<file path="src/rtd_pkg.sv">
// Shared types, codes and constants of the RTD resistance-to-temperature core.
// Used by the divider, the datapath, the controller and the top level.
`default_nettype none
package rtd_pkg;

    // Newton step limit
    localparam int MAX_ITER = 20;
    localparam int ITER_W   = $clog2(MAX_ITER + 1);

    // Field and register widths
    localparam int RES_W   = 24;
    localparam int A_W     = 36;
    localparam int B_W     = 40;
    localparam int C_W     = 47;
    localparam int LEAD_W  = 16;
    localparam int T_W     = 21;
    localparam int ST_W    = 2;
    localparam int CFG_W   = 47;
    localparam int CIDX_W  = 3;

    // Shared multiplier and divider widths
    localparam int MA_W    = 48;
    localparam int MB_W    = 25;
    localparam int MP_W    = MA_W + MB_W;
    localparam int NUM_W   = 62;
    localparam int DEN_W   = 44;
    localparam int DIV_STEPS = NUM_W / 2;
    localparam int DCNT_W  = $clog2(DIV_STEPS);

    // Temperature range, Q10 degrees
    localparam logic signed [T_W-1:0] T_MIN = -21'sd1048576;
    localparam logic signed [T_W-1:0] T_MAX = 21'sd1048575;

    // Register reset values
    localparam logic [RES_W-1:0]      R0_RST   = 24'd102400;
    localparam logic signed [A_W-1:0] A_RST    = 36'sd4297221295;
    localparam logic signed [B_W-1:0] B_RST    = -40'sd41613260557;
    localparam logic signed [C_W-1:0] C_RST    = -47'sd5056936703400;
    localparam logic [1:0]            MODE_RST = 2'd2;

    // Register indexes
    localparam logic [CIDX_W-1:0] REG_NOMINAL = 3'd0;
    localparam logic [CIDX_W-1:0] REG_LINEAR  = 3'd1;
    localparam logic [CIDX_W-1:0] REG_SQUARE  = 3'd2;
    localparam logic [CIDX_W-1:0] REG_QUARTIC = 3'd3;
    localparam logic [CIDX_W-1:0] REG_WIRING  = 3'd4;
    localparam logic [CIDX_W-1:0] REG_LEAD    = 3'd5;

    localparam logic [1:0] MODE_TWO_WIRE = 2'd0;

    // Result status codes
    localparam logic [ST_W-1:0] STS_CONV  = 2'd0;
    localparam logic [ST_W-1:0] STS_LIMIT = 2'd1;
    localparam logic [ST_W-1:0] STS_FLAT  = 2'd2;
    localparam logic [ST_W-1:0] STS_SAT   = 2'd3;

    // Datapath operations
    localparam int OP_W = 5;
    localparam logic [OP_W-1:0] OP_NOP   = 5'd0;
    localparam logic [OP_W-1:0] OP_LOAD  = 5'd1;
    localparam logic [OP_W-1:0] OP_DIV1  = 5'd2;
    localparam logic [OP_W-1:0] OP_DIV2  = 5'd3;
    localparam logic [OP_W-1:0] OP_INIT  = 5'd4;
    localparam logic [OP_W-1:0] OP_M_AT  = 5'd5;
    localparam logic [OP_W-1:0] OP_M_BT  = 5'd6;
    localparam logic [OP_W-1:0] OP_M_BTT = 5'd7;
    localparam logic [OP_W-1:0] OP_M_CT  = 5'd8;
    localparam logic [OP_W-1:0] OP_M_X1  = 5'd9;
    localparam logic [OP_W-1:0] OP_M_X2  = 5'd10;
    localparam logic [OP_W-1:0] OP_M_X3  = 5'd11;
    localparam logic [OP_W-1:0] OP_M_GC  = 5'd12;
    localparam logic [OP_W-1:0] OP_A_GC  = 5'd13;
    localparam logic [OP_W-1:0] OP_M_QH  = 5'd14;
    localparam logic [OP_W-1:0] OP_M_QL  = 5'd15;
    localparam logic [OP_W-1:0] OP_A_E   = 5'd16;
    localparam logic [OP_W-1:0] OP_M_DEN = 5'd17;
    localparam logic [OP_W-1:0] OP_A_DEN = 5'd18;
    localparam logic [OP_W-1:0] OP_DIV3  = 5'd19;
    localparam logic [OP_W-1:0] OP_UPD   = 5'd20;
    localparam logic [OP_W-1:0] OP_OUT   = 5'd21;

    // Controller to datapath
    typedef struct packed {
        logic [OP_W-1:0] op;
        logic [ST_W-1:0] status;
        logic            zero_t;
    } t_dp_cmd;

    // Datapath to controller
    typedef struct packed {
        logic bad_cfg;
        logic t_neg;
        logic conv;
        logic den_zero;
        logic sat;
        logic div_done;
    } t_dp_stat;

endpackage
`default_nettype wire

</file>
<file path="src/rtd_ctrl.sv">
// Controller: sequences the initial guess, Newton steps and result handoff.
// Depends on rtd_pkg; drives rtd_dp through t_dp_cmd.
`default_nettype none
module rtd_ctrl (
    input  wire logic               i_clk,
    input  wire logic               i_rst_n,
    input  wire logic               i_in_valid,
    output logic                    o_in_stall,
    output logic                    o_out_valid,
    input  wire logic               i_out_stall,
    input  wire rtd_pkg::t_dp_stat  i_stat,
    output rtd_pkg::t_dp_cmd        o_cmd
);
    import rtd_pkg::*;

    localparam logic [4:0] ST_IDLE  = 5'd0;
    localparam logic [4:0] ST_DIV1  = 5'd1;
    localparam logic [4:0] ST_WAIT1 = 5'd2;
    localparam logic [4:0] ST_DIV2  = 5'd3;
    localparam logic [4:0] ST_WAIT2 = 5'd4;
    localparam logic [4:0] ST_INIT  = 5'd5;
    localparam logic [4:0] ST_AT    = 5'd6;
    localparam logic [4:0] ST_BT    = 5'd7;
    localparam logic [4:0] ST_BTT   = 5'd8;
    localparam logic [4:0] ST_CT    = 5'd9;
    localparam logic [4:0] ST_X1    = 5'd10;
    localparam logic [4:0] ST_X2    = 5'd11;
    localparam logic [4:0] ST_X3    = 5'd12;
    localparam logic [4:0] ST_GC    = 5'd13;
    localparam logic [4:0] ST_AGC   = 5'd14;
    localparam logic [4:0] ST_QH    = 5'd15;
    localparam logic [4:0] ST_QL    = 5'd16;
    localparam logic [4:0] ST_AE    = 5'd17;
    localparam logic [4:0] ST_MDEN  = 5'd18;
    localparam logic [4:0] ST_ADEN  = 5'd19;
    localparam logic [4:0] ST_DIV3  = 5'd20;
    localparam logic [4:0] ST_WAIT3 = 5'd21;
    localparam logic [4:0] ST_UPD   = 5'd22;
    localparam logic [4:0] ST_DONE  = 5'd23;

    logic [4:0]        r_state, n_state;
    logic [ITER_W-1:0] r_iter, n_iter;
    logic [ST_W-1:0]   r_status, n_status;
    logic              r_zero, n_zero;
    logic              r_out_valid, n_out_valid;
    logic [OP_W-1:0]   op;

    // next state and command
    always_comb begin
        n_state  = r_state;
        n_iter   = r_iter;
        n_status = r_status;
        n_zero   = r_zero;
        op       = OP_NOP;
        unique case (r_state)
            ST_IDLE: if (i_in_valid) begin
                op      = OP_LOAD;
                n_iter  = '0;
                n_zero  = 1'b0;
                n_state = ST_DIV1;
            end
            ST_DIV1: begin
                if (i_stat.bad_cfg) begin
                    n_zero  = 1'b1;
                    n_state = ST_DONE;
                end else begin
                    op      = OP_DIV1;
                    n_state = ST_WAIT1;
                end
            end
            ST_WAIT1: if (i_stat.div_done) n_state = ST_DIV2;
            ST_DIV2: begin
                op      = OP_DIV2;
                n_state = ST_WAIT2;
            end
            ST_WAIT2: if (i_stat.div_done) n_state = ST_INIT;
            ST_INIT: begin
                op      = OP_INIT;
                n_state = ST_AT;
            end
            // polynomial and slope at the current estimate
            ST_AT:  begin op = OP_M_AT;  n_state = ST_BT;  end
            ST_BT:  begin op = OP_M_BT;  n_state = ST_BTT; end
            ST_BTT: begin op = OP_M_BTT; n_state = ST_CT;  end
            ST_CT: begin
                op      = OP_M_CT;
                n_state = i_stat.t_neg ? ST_X1 : ST_QH;
            end
            ST_X1:  begin op = OP_M_X1;  n_state = ST_X2;  end
            ST_X2:  begin op = OP_M_X2;  n_state = ST_X3;  end
            ST_X3:  begin op = OP_M_X3;  n_state = ST_GC;  end
            ST_GC:  begin op = OP_M_GC;  n_state = ST_AGC; end
            ST_AGC: begin op = OP_A_GC;  n_state = ST_QH;  end
            // residual
            ST_QH:  begin op = OP_M_QH;  n_state = ST_QL;  end
            ST_QL:  begin op = OP_M_QL;  n_state = ST_AE;  end
            ST_AE:  begin op = OP_A_E;   n_state = ST_MDEN; end
            ST_MDEN: begin
                op = OP_M_DEN;
                if (i_stat.conv) begin
                    n_status = STS_CONV;
                    n_state  = ST_DONE;
                end else begin
                    n_state  = ST_ADEN;
                end
            end
            ST_ADEN: begin op = OP_A_DEN; n_state = ST_DIV3; end
            ST_DIV3: begin
                op = OP_DIV3;
                if (i_stat.den_zero) begin
                    n_status = STS_FLAT;
                    n_state  = ST_DONE;
                end else begin
                    n_state  = ST_WAIT3;
                end
            end
            ST_WAIT3: if (i_stat.div_done) n_state = ST_UPD;
            ST_UPD: begin
                op = OP_UPD;
                if (r_iter == ITER_W'(MAX_ITER - 1)) begin
                    n_status = STS_LIMIT;
                    n_state  = ST_DONE;
                end else begin
                    n_iter  = r_iter + 1'b1;
                    n_state = ST_AT;
                end
            end
            // hand result to the output register once it is free
            ST_DONE: if (!r_out_valid || !i_out_stall) begin
                op      = OP_OUT;
                n_state = ST_IDLE;
            end
            default: n_state = ST_IDLE;
        endcase
    end

    assign n_out_valid = (op == OP_OUT) || (r_out_valid && i_out_stall);

    always_ff @(posedge i_clk) begin
        if (!i_rst_n) begin
            r_state     <= ST_IDLE;
            r_iter      <= '0;
            r_status    <= STS_CONV;
            r_zero      <= 1'b0;
            r_out_valid <= 1'b0;
        end else begin
            r_state     <= n_state;
            r_iter      <= n_iter;
            r_status    <= n_status;
            r_zero      <= n_zero;
            r_out_valid <= n_out_valid;
        end
    end

    always_comb begin
        o_cmd.op     = op;
        o_cmd.zero_t = r_zero;
        o_cmd.status = (r_zero || i_stat.sat) ? STS_SAT : r_status;
    end

    assign o_in_stall  = (r_state != ST_IDLE);
    assign o_out_valid = r_out_valid;

    // checks
    a_iter_bound: assert property (@(posedge i_clk) disable iff (!i_rst_n)
        r_iter < ITER_W'(MAX_ITER))
        else $error("Newton step count past limit");

    a_out_free: assert property (@(posedge i_clk) disable iff (!i_rst_n)
        (r_state == ST_DONE && n_state == ST_IDLE) |-> (!r_out_valid || !i_out_stall))
        else $error("result loaded over a waiting beat");

    a_accept_start: assert property (@(posedge i_clk) disable iff (!i_rst_n)
        (r_state == ST_IDLE && i_in_valid) |=> (r_state == ST_DIV1))
        else $error("accepted beat did not start a solve");

    a_upd_next: assert property (@(posedge i_clk) disable iff (!i_rst_n)
        (r_state == ST_UPD) |=> (r_state == ST_AT || r_state == ST_DONE))
        else $error("bad sequence after update");

endmodule
`default_nettype wire
</file>
<file path="config.mk">
export PLATFORM = sky130hd
export DESIGN_NAME = rtd_ctrl
export DESIGN_NICKNAME = d
export VERILOG_FILES = /design/src/rtd_pkg.sv /design/src/rtd_ctrl.sv
export SDC_FILE = /design/constraint.sdc
export NUM_CORES = 1
export LEC_CHECK = 0
export ABC_AREA = 0
export BUFFER_PORTS_ARGS = -buffer_cell sky130_fd_sc_hd__buf_4
export CAP_MARGIN = 20
export CORE_MARGIN = 2
export CORE_UTILIZATION = 50
export CTS_CLUSTER_DIAMETER = 100
export DETAILED_ROUTE_END_ITERATION = 6
export PLACE_DENSITY = 0.74
export REMOVE_ABC_BUFFERS = 1
export SYNTH_ARGS = -nofsm -noshare
export SYNTH_HDL_FRONTEND = slang
export SYNTH_SLANG_ARGS = --single-unit
</file>
<file path="constraint.sdc">
create_clock -name i_clk -period 2 [get_ports i_clk]
set_input_delay 0.1 -clock i_clk [delete_from_list [all_inputs] [get_ports i_clk]]
set_output_delay 0.1 -clock i_clk [all_outputs]
set_load 0.01 [all_outputs]
</file>
==> impl_metrics.csv, run 1 <==
group,metric,value,unit
timing,setup_tns,0,ns
global_routing,track_usage,21.1,%
worst_setup_path,critPathLaunchType,"register",
logic_synthesis,netlist_instances,135,
flow_run,max-cap-violations,0,
drt,drtIter0Drc,45,
worst_setup_path,reg2reg_slack,0.28,ns
global_routing,grt_pass1_vias,891,
worst_setup_path,end_kind,"primary output",
timing,whs,0.0543,ns
global_routing,grt_max_degree,17,
worst_setup_path,critPathTopFamily,"flip-flops",
worst_hold_path,hold_class,"input port to register",
drt,ant_nets,0,
global_routing,overflow,0,
floorplanning,start_util,52.4,%
drt,num_vias,1082,
cells_and_area,diodes,0,
drt,viasPerCell,6.01,
timing,finalMaxSlewViolations,0,
drt,routed_wl,2.58,mm
clock_tree,clk_path_buf_depth,2,
logic_synthesis,synth_top_area_share,27.6,%
logic_synthesis,ys_ff_latch,14,
logic_synthesis,ys_warn_count,0,
logic_synthesis,synth-async-reset-ratio,0,%
clock_tree,clk_latency,0.30,ns
worst_setup_path,crit_chain,"buf_4, inv_1, a21oi_1, a2bb2oi_1, o21a_1, o32ai_1, buf_4",
worst_setup_path,worstSetupPathType,"register to primary output",
logic_synthesis,ys_types,44,
timing,relSlewSlack,68.5,%
worst_setup_path,worst_ep_required_time,1.90,ns
cells_and_area,area_growth,20.3,%
global_routing,antenna_found_initial,0,
floorplanning,ios,20,
timing,max_freq,0.538,GHz
floorplanning,dieHeight,49.1,um
logic_synthesis,netlist_top_cells_area,"dfxtp_1 28%, nor2_1 6.3%, a21oi_1 5.4%, xor2_1 3.4%, nand2_1 3.3%",
worst_setup_path,cp.arrival,1.76,ns
drt,remaining_drc_errors,0,
placement,dpl-instance-area,1190,um2
worst_setup_path,crit_top_cell,"buf_4",
logic_synthesis,ys_seq_area_share,27.6,%
floorplanning,die_w,49.1,um
clock_tree,cts_buffers,3,
cells_and_area,final_cells,180,
logic_synthesis,synth_area,1020,um2
global_routing,grt_pass1_wl,3.97,mm
placement,place_inst,176,
clock_tree,htreeDepth,1,
timing,setup_violations,0,
timing,hold_violations,0,
worst_setup_path,path_buf_inv,3,
cells_and_area,nets,165,
clock_tree,tritoncts,"built",
cells_and_area,fin_area,1220,um2
clock_tree,clkSinkCount,14,
cells_and_area,drive_above_1_share,22.2,%
floorplanning,rows,16,
timing,period_needed,1.86,ns
logic_synthesis,dominantRegCellSynth,"dfxtp_1",
clock_tree,cts_root_buf,"clkbuf_4",
power_and_ir_drop,peakVddDrop,0.000935,V
drt,wire_per_inst,14.3,um
logic_synthesis,syn_area_per_cell,7.54,um2
cells_and_area,utilization,63.0,%
power_and_ir_drop,leakagePower,0.000516,uW
logic_synthesis,synth_enable_flop_cells,0,
floorplanning,dieArea,2410,um2
timing,worst_pin_slew,0.471,ns
worst_setup_path,slowest_delay,0.52,ns
timing,fin_crit_sh,92.9,%
worst_setup_path,crit_path_top_delay_cell,"dfxtp_1",
logic_synthesis,synth_top_area_cell,"dfxtp_1",
clock_tree,clkTransAtPathRegs,0.10,ns
placement,port_buffers,19,
placement,dpl.hpwl,1.83,mm
floorplanning,core-area,1940,um2
status,status,"finished, final reports clean",
timing,rsz0062_at_grt,"false",
power_and_ir_drop,power_density,1380,nW/um2
drt,drtPass1Iterations,5,
worst_setup_path,cp_max_fo,10,
timing,fin_skew,0.00860,ns
placement,gp_congestion,0.834,
[routing by layer]
metal,routed length (um),global-route usage (%)
met2,1180,33.8
met5,0,0
met4,49,8.57
met1,1160,27.9
met3,188,3.99
[stage by stage]
stage	setup slack (ns)	power [uW]
5_1_grt	0.0646	1800
3_3_place_gp	0.337	1440
4_1_cts	0.0543	1680
3_5_place_dp	0.263	1460
2_1_floorplan	0.248	1080
6_report	0.143	1690
[synthesized netlist by cell type (all sizes together) (4+ instances only)]
cell   number
nor2b       4
xor2        4
dfxtp      14
nor2       17
nand3       4
buf        12
a21oi      11
a31oi       4
o21ai       7
nand2       9
nor3        4
[logic make-up after synthesis]
| logic type | share of synthesized area (%) |
|---|---|
| adder cells (fa/ha/maj) | 1.23 |
| AND/OR/NAND/NOR | 27.2 |
| AO/OA/AOI/OAI | 29.0 |
| flip-flops | 27.6 |
| multiplexers | 1.97 |
| buffers and inverters | 7.01 |
| XOR/XNOR | 6.03 |
[worst paths after layout]
kind | startpoint | to | cells past startpoint
hold reg to reg | r_status[0] | r_status[0] | 2
setup / recovery | r_state[2] | o_cmd[3] | 7
hold / removal | i_stat[2] | r_status[1] | 2
setup reg to reg | r_state[0] | r_state[2] | 5
[worst reg2reg max path, cell delays in order (launching register included)]
cell	delay (ns)
dfxtp_1	0.63
nor2_1	0.17
nand4b_1	0.16
o2111a_1	0.32
a21oi_1	0.09
a211oi_1	0.25
[repair_timing]
item / 4_1_cts / 5_1_grt
setup buffers: 0 / 0
endpoints found under the setup margin: 0 / 1
hold buffers: 0 / 0
resized for setup: 0 / 1
[state kept, by name (all words and copies together) (netlist names)]
register / flops
r_zero: 1
r_state: 5
r_status: 2
o_out_valid: 1
r_iter: 5
[where the power goes]
| group | leakage (uW) | switching [uW] | total [uW] | internal [uW] |
|---|---|---|---|---|
| clock network | 0.0000210 | 104 | 215 | 111 |
| logic | 0.000381 | 534 | 1040 | 502 |
| registers | 0.000114 | 118 | 442 | 324 |
[cell usage in the layout (no fill, tap or decap), drive strengths merged, types with 3 or more instances in the layout]
cell type / count
a21o: 3
a21oi: 11
a31oi: 4
buf: 26
clkbuf: 4
dfxtp: 14
inv: 3
nand2: 9
nand3: 4
nand4: 3
nor2: 17
nor2b: 4
nor3: 4
o21ai: 7
xnor2: 3
xor2: 4
[final cells by class]
type	count	area [um2]
multi-input combinational	106	666
tap	27	33.8
clock buffer	4	36.3
inverter	3	11.3
sequential	14	282
timing repair buffer	26	195
fill	185	718
(Power assumes the default switching activity.)
==> run 2: changes to the inputs <==
==> constraint.sdc (replaced) <==
create_clock -name i_clk -period 2 [get_ports i_clk]
set_input_delay 0.1 -clock i_clk [delete_from_list [all_inputs] [get_ports i_clk]]
set_output_delay 0.1 -clock i_clk [all_outputs]
set_load 0.005 [all_outputs]
==> run 2 against run 1 <==
  * First-iteration DRC count is 33% lower
  * Hold slack better by 0.013 ns
  * Fmax hardly changed
  * Critical path type unchanged
  * Largest cell class unchanged
==> impl_metrics.csv, run 2 (synthesis gave the netlist of run 1 again) <==
group,metric,value,unit
placement,pre_cts_ws,0.308,ns
placement,port_buffers,19,
cells_and_area,fin_area,1210,um2
cells_and_area,top_regs,"r_iter x5, r_state x5, r_status x2",
floorplanning,die_w,49.1,um
drt,routed_wl,2.40,mm
worst_setup_path,crit_path_top_delay_cell,"dfxtp_2",
worst_setup_path,worstSetupPathType,"register to primary output",
drt,wire_per_inst,13.4,um
timing,setup_tns,0,ns
worst_setup_path,reg2reg_depth,5,
floorplanning,start_util,52.4,%
global_routing,track_usage,22.3,%
clock_tree,post-cts-setup-buffers,0,
clock_tree,clk_path_buf_depth,2,
global_routing,grt_pass1_vias,970,
drt,met2_length,1.10,mm
timing,rsz0062_at_grt,"false",
placement,dpl-instance-area,1190,um2
clock_tree,cts_buffers,3,
worst_setup_path,cp.arrival,1.76,ns
worst_setup_path,critPathTopFamily,"compound AO/OA/AOI/OAI gates",
cells_and_area,area_growth,19.4,%
drt,wl_met3,206,um
worst_setup_path,crit_top_cell,"buf_4",
drt,highest_layer,"met3",
power_and_ir_drop,peakVddDrop,0.000748,V
clock_tree,tritoncts,"built",
power_and_ir_drop,leakagePower,0.000510,uW
placement,dpl.hpwl,1.81,mm
clock_tree,clkSinkCount,14,
status,status,"finished, final reports clean",
timing,hold_violations,0,
floorplanning,rows,16,
timing,period_needed,1.86,ns
worst_hold_path,hold_class,"input port to register",
floorplanning,dieHeight,49.1,um
drt,num_vias,1040,
global_routing,antenna_found_initial,0,
placement,place_inst,176,
cells_and_area,most-common-layout-cells,"26 x buf_4, 16 x nor2_1, 11 x a21oi_1, 11 x dfxtp_1, 9 x nand2_1",
worst_setup_path,critPathLaunchType,"register",
cells_and_area,final.fill_count,180,
cells_and_area,drive_above_1_share,23.7,%
worst_setup_path,cp_max_fo,13,
power_and_ir_drop,power_density,1310,nW/um2
drt,viasPerCell,5.81,
cells_and_area,final_cells,179,
timing,setup_violations,0,
timing,worst_pin_slew,0.487,ns
cells_and_area,nets,165,
worst_setup_path,slowest_delay,0.46,ns
timing,worst_slack,0.144,ns
clock_tree,clkTransAtPathRegs,0.08,ns
floorplanning,ios,20,
cells_and_area,diodes,0,
global_routing,overflow,0,
clock_tree,htreeDepth,1,
worst_setup_path,worst_ep_required_time,1.90,ns
drt,drt-met1-wl,1.09,mm
clock_tree,clk_latency,0.28,ns
cells_and_area,final_common_cell,"buf_4",
clock_tree,postCtsHoldBufs,0,
drt,drtIter0Drc,30,
worst_hold_path,whs_path_depth,2,
worst_setup_path,path_buf_inv,2,
clock_tree,cts_root_buf,"clkbuf_4",
timing,finalMaxSlewViolations,0,
floorplanning,core-area,1940,um2
timing,fin_skew,0.00353,ns
timing,fin_crit_sh,92.8,%
drt,remaining_drc_errors,0,
floorplanning,dieArea,2410,um2
flow_run,max-cap-violations,0,
placement,gp_congestion,0.904,
worst_setup_path,crit_chain,"buf_4, nand2_1, o21bai_1, nand3_1, o21a_1, o32ai_1, buf_4",
drt,ant_nets,0,
global_routing,grt_max_degree,17,
global_routing,grt_pass1_wl,4.22,mm
worst_setup_path,cp.depth,7,
worst_setup_path,end_kind,"primary output",
timing,relSlewSlack,67.5,%
timing,max_freq,0.539,GHz
drt,drtPass1Iterations,4,
## run 2: area by class of cell
type / count / area (um2) / share of cell area (%)
sequential: 14 / 284 / 23.4
clock buffer: 3 / 22.5 / 1.85
tap: 27 / 33.8 / 2.78
multi-input combinational: 106 / 668 / 55.0
timing repair buffer: 26 / 195 / 16.1
inverter: 3 / 11.3 / 0.927
## run 2: final timing paths
| check | startpoint | to | slack (ns) |
|---|---|---|---|
| max | r_state[4] | o_cmd[3] | 0.14 |
| min | i_stat[2] | r_status[1] | 0.07 |
| max reg2reg | r_state[1] | r_iter[3] | 0.32 |
| min reg2reg | r_status[0] | r_status[0] | 0.47 |
## run 2: where the power goes
part           internal [uW]  switching, uW
logic                    502            464
registers                329            140
clock network           69.8           88.6
total                    901            693
## run 2: metal layers
layer / vias up / track usage [%]
li1: 525 / -
met1: 470 / 30.6
met2: 45 / 36.0
met3: 0 / 5.52
met4: 0 / 2.86
met5: - / 0
## run 2: repair_timing
item                                   4_1_cts  5_1_grt
setup endpoints to repair                    0        4
gates resized for setup                      0        4
endpoints found under the hold margin        0        0
## run 2: metrics by stage
stage	hold WS (ns)	util [%]	total power, uW
2_1_floorplan	0.238	-	1040
3_3_place_gp	0.353	61.1	1400
3_5_place_dp	0.357	61.1	1420
4_1_cts	0.0600	62.2	1580
5_1_grt	0.0517	62.6	1740
6_report	0.0673	62.6	1590
==> run 3: changes to the inputs <==
--- a/config.mk
+++ b/config.mk
@@ -9,10 +9,10 @@
 export BUFFER_PORTS_ARGS = -buffer_cell sky130_fd_sc_hd__buf_4
 export CAP_MARGIN = 20
 export CORE_MARGIN = 2
-export CORE_UTILIZATION = 50
+export CORE_UTILIZATION = 41
 export CTS_CLUSTER_DIAMETER = 100
 export DETAILED_ROUTE_END_ITERATION = 6
-export PLACE_DENSITY = 0.74
+export PLACE_DENSITY = 0.63
 export REMOVE_ABC_BUFFERS = 1
 export SYNTH_ARGS = -nofsm -noshare
 export SYNTH_HDL_FRONTEND = slang
==> run 3 against run 2 <==
  * Count of clock-buffer cells in the layout did not move
  * Non-clock buffer count increased by 1
  * Hold slack worse by 0.0050 ns
  * Routed wire length up 11%
  * Critical path depth fell by 2
  * Register-to-register slack got worse by 0.10 ns
  * Critical endpoint is now o_cmd[5]
  * Combinational power grew 5%
  * Die area grew 20%
  * Sequential power down 5.3%
  * Critical path type unchanged
  * Total power grew 1.4%
  * Clock skew decreased by 0.0021 ns
  * First-iteration DRC count is 33% lower
==> impl_metrics.csv, run 3 (synthesis gave the netlist of run 1 again) <==
group,metric,value,unit
worst_hold_path,hold_class,"input port to register",
worst_setup_path,worstSetupPathType,"register to primary output",
drt,routed_wl,2.67,mm
placement,gp_congestion,0.827,
placement,pre_cts_ws,0.203,ns
clock_tree,clkSinkCount,14,
floorplanning,die_w,53.8,um
cells_and_area,most-common-layout-cells,"27 x buf_4, 17 x nor2_1, 13 x dfxtp_1",
clock_tree,post-cts-setup-buffers,0,
floorplanning,dieHeight,53.8,um
timing,worst_pin_slew,0.501,ns
cells_and_area,nets,166,
cells_and_area,drive_above_1_share,22.2,%
global_routing,grt_pass1_wl,4.31,mm
drt,remaining_drc_errors,0,
clock_tree,clk_latency,0.28,ns
clock_tree,clkTransAtPathRegs,0.08,ns
floorplanning,core-area,2410,um2
drt,viasPerCell,5.74,
worst_setup_path,cp_max_fo,11,
clock_tree,cts_buffers,3,
drt,ant_nets,0,
global_routing,grt_pass1_vias,926,
power_and_ir_drop,power_density,1320,nW/um2
timing,hold_violations,0,
cells_and_area,top_regs,"r_iter x5, r_state x5, r_status x2",
drt,drtPass1Iterations,4,
timing,worst_slack,0.135,ns
floorplanning,rows,18,
worst_setup_path,end_kind,"primary output",
clock_tree,postCtsHoldBufs,0,
floorplanning,ios,20,
status,status,"finished, final reports clean",
floorplanning,start_util,42.2,%
timing,fin_crit_sh,93.2,%
worst_setup_path,reg2reg_slack,0.22,ns
timing,period_needed,1.86,ns
power_and_ir_drop,leakagePower,0.000514,uW
flow_run,max-cap-violations,0,
floorplanning,dieArea,2900,um2
cells_and_area,diodes,0,
timing,relSlewSlack,66.5,%
timing,rsz0062_at_grt,"false",
timing,setup_violations,0,
clock_tree,cts_root_buf,"clkbuf_4",
placement,dpl.hpwl,2.03,mm
timing,finalMaxSlewViolations,0,
timing,fin_skew,0.00145,ns
drt,wire_per_inst,14.6,um
clock_tree,clk_path_buf_depth,2,
power_and_ir_drop,peakVddDrop,0.000828,V
timing,max_freq,0.536,GHz
clock_tree,tritoncts,"built",
cells_and_area,area_growth,20.0,%
worst_setup_path,critPathLaunchType,"register",
global_routing,antenna_found_initial,0,
timing,setup_tns,0,ns
drt,num_vias,1050,
placement,port_buffers,19,
global_routing,grt_max_degree,17,
worst_setup_path,worst_ep_required_time,1.90,ns
global_routing,track_usage,20.9,%
drt,drtIter0Drc,20,
global_routing,overflow,0,
cells_and_area,final_common_cell,"buf_4",
clock_tree,htreeDepth,1,
worst_setup_path,cp.arrival,1.76,ns
[run 3: changes by cell type in the layout (fill, tap and decap cells not counted)]
cell	previous run	this run
nor2_2	1	0
nor2_1	16	17
dfxtp_1	11	13
dfxtp_2	3	1
buf_4	26	27
[run 3: worst max-delay path: stages, from the launching register on]
cell and delay (ns):
dfxtp_1 0.61, buf_4 0.26, nor2b_1 0.25, a21oi_1 0.07, o22ai_1 0.16, buf_4 0.13
[run 3: final timing paths]
path / from / to / cells after the start
setup reg to reg: r_state[2] / r_iter[3] / 5
hold / removal: i_stat[2] / r_status[1] / 2
hold reg to reg: r_status[0] / r_status[0] / 2
setup / recovery: r_state[0] / o_cmd[5] / 5
[run 3: metal layers]
layer	vias to the layer above	track usage (%)	routed length (um)	part of all wire [%]
li1	532	-	-	-
met1	496	26.4	1210	45
met2	18	33.9	1330	50
met3	4	1.94	67	2.5
met4	0	13.2	59	2.2
met5	-	0	0	0
[run 3: repair_timing]
item,in CTS,in global routing
endpoints found under the hold margin,0,0
endpoints found under the setup margin,0,1
resized for setup,0,1
[run 3: area by class of cell]
cell class              count  area, um2
fillers                   233       1190
multi-input cells         106        666
flip-flops and latches     14        282
repair buffers             27        203
well taps                  30       37.5
clock buffers               3       22.5
inverters                   3       11.3
[run 3: where the power goes]
group	internal (uW)	total, uW	switching, uW
logic	511	1010	500
registers	324	444	120
clock network	69.9	162	92.5
total	904	1620	713
[run 3: stage by stage]
step,hold slack [ns],std cells,cell area (um2),power [uW],util [%]
finish,0.0623,183,1220,1620,50.7
global route,0.0500,183,1220,1760,50.7
floorplan,0.238,123,957,1040,-
CTS,0.0571,183,1220,1620,50.6
global placement,0.344,180,1200,1420,49.7
detailed placement,0.357,180,1200,1450,49.7
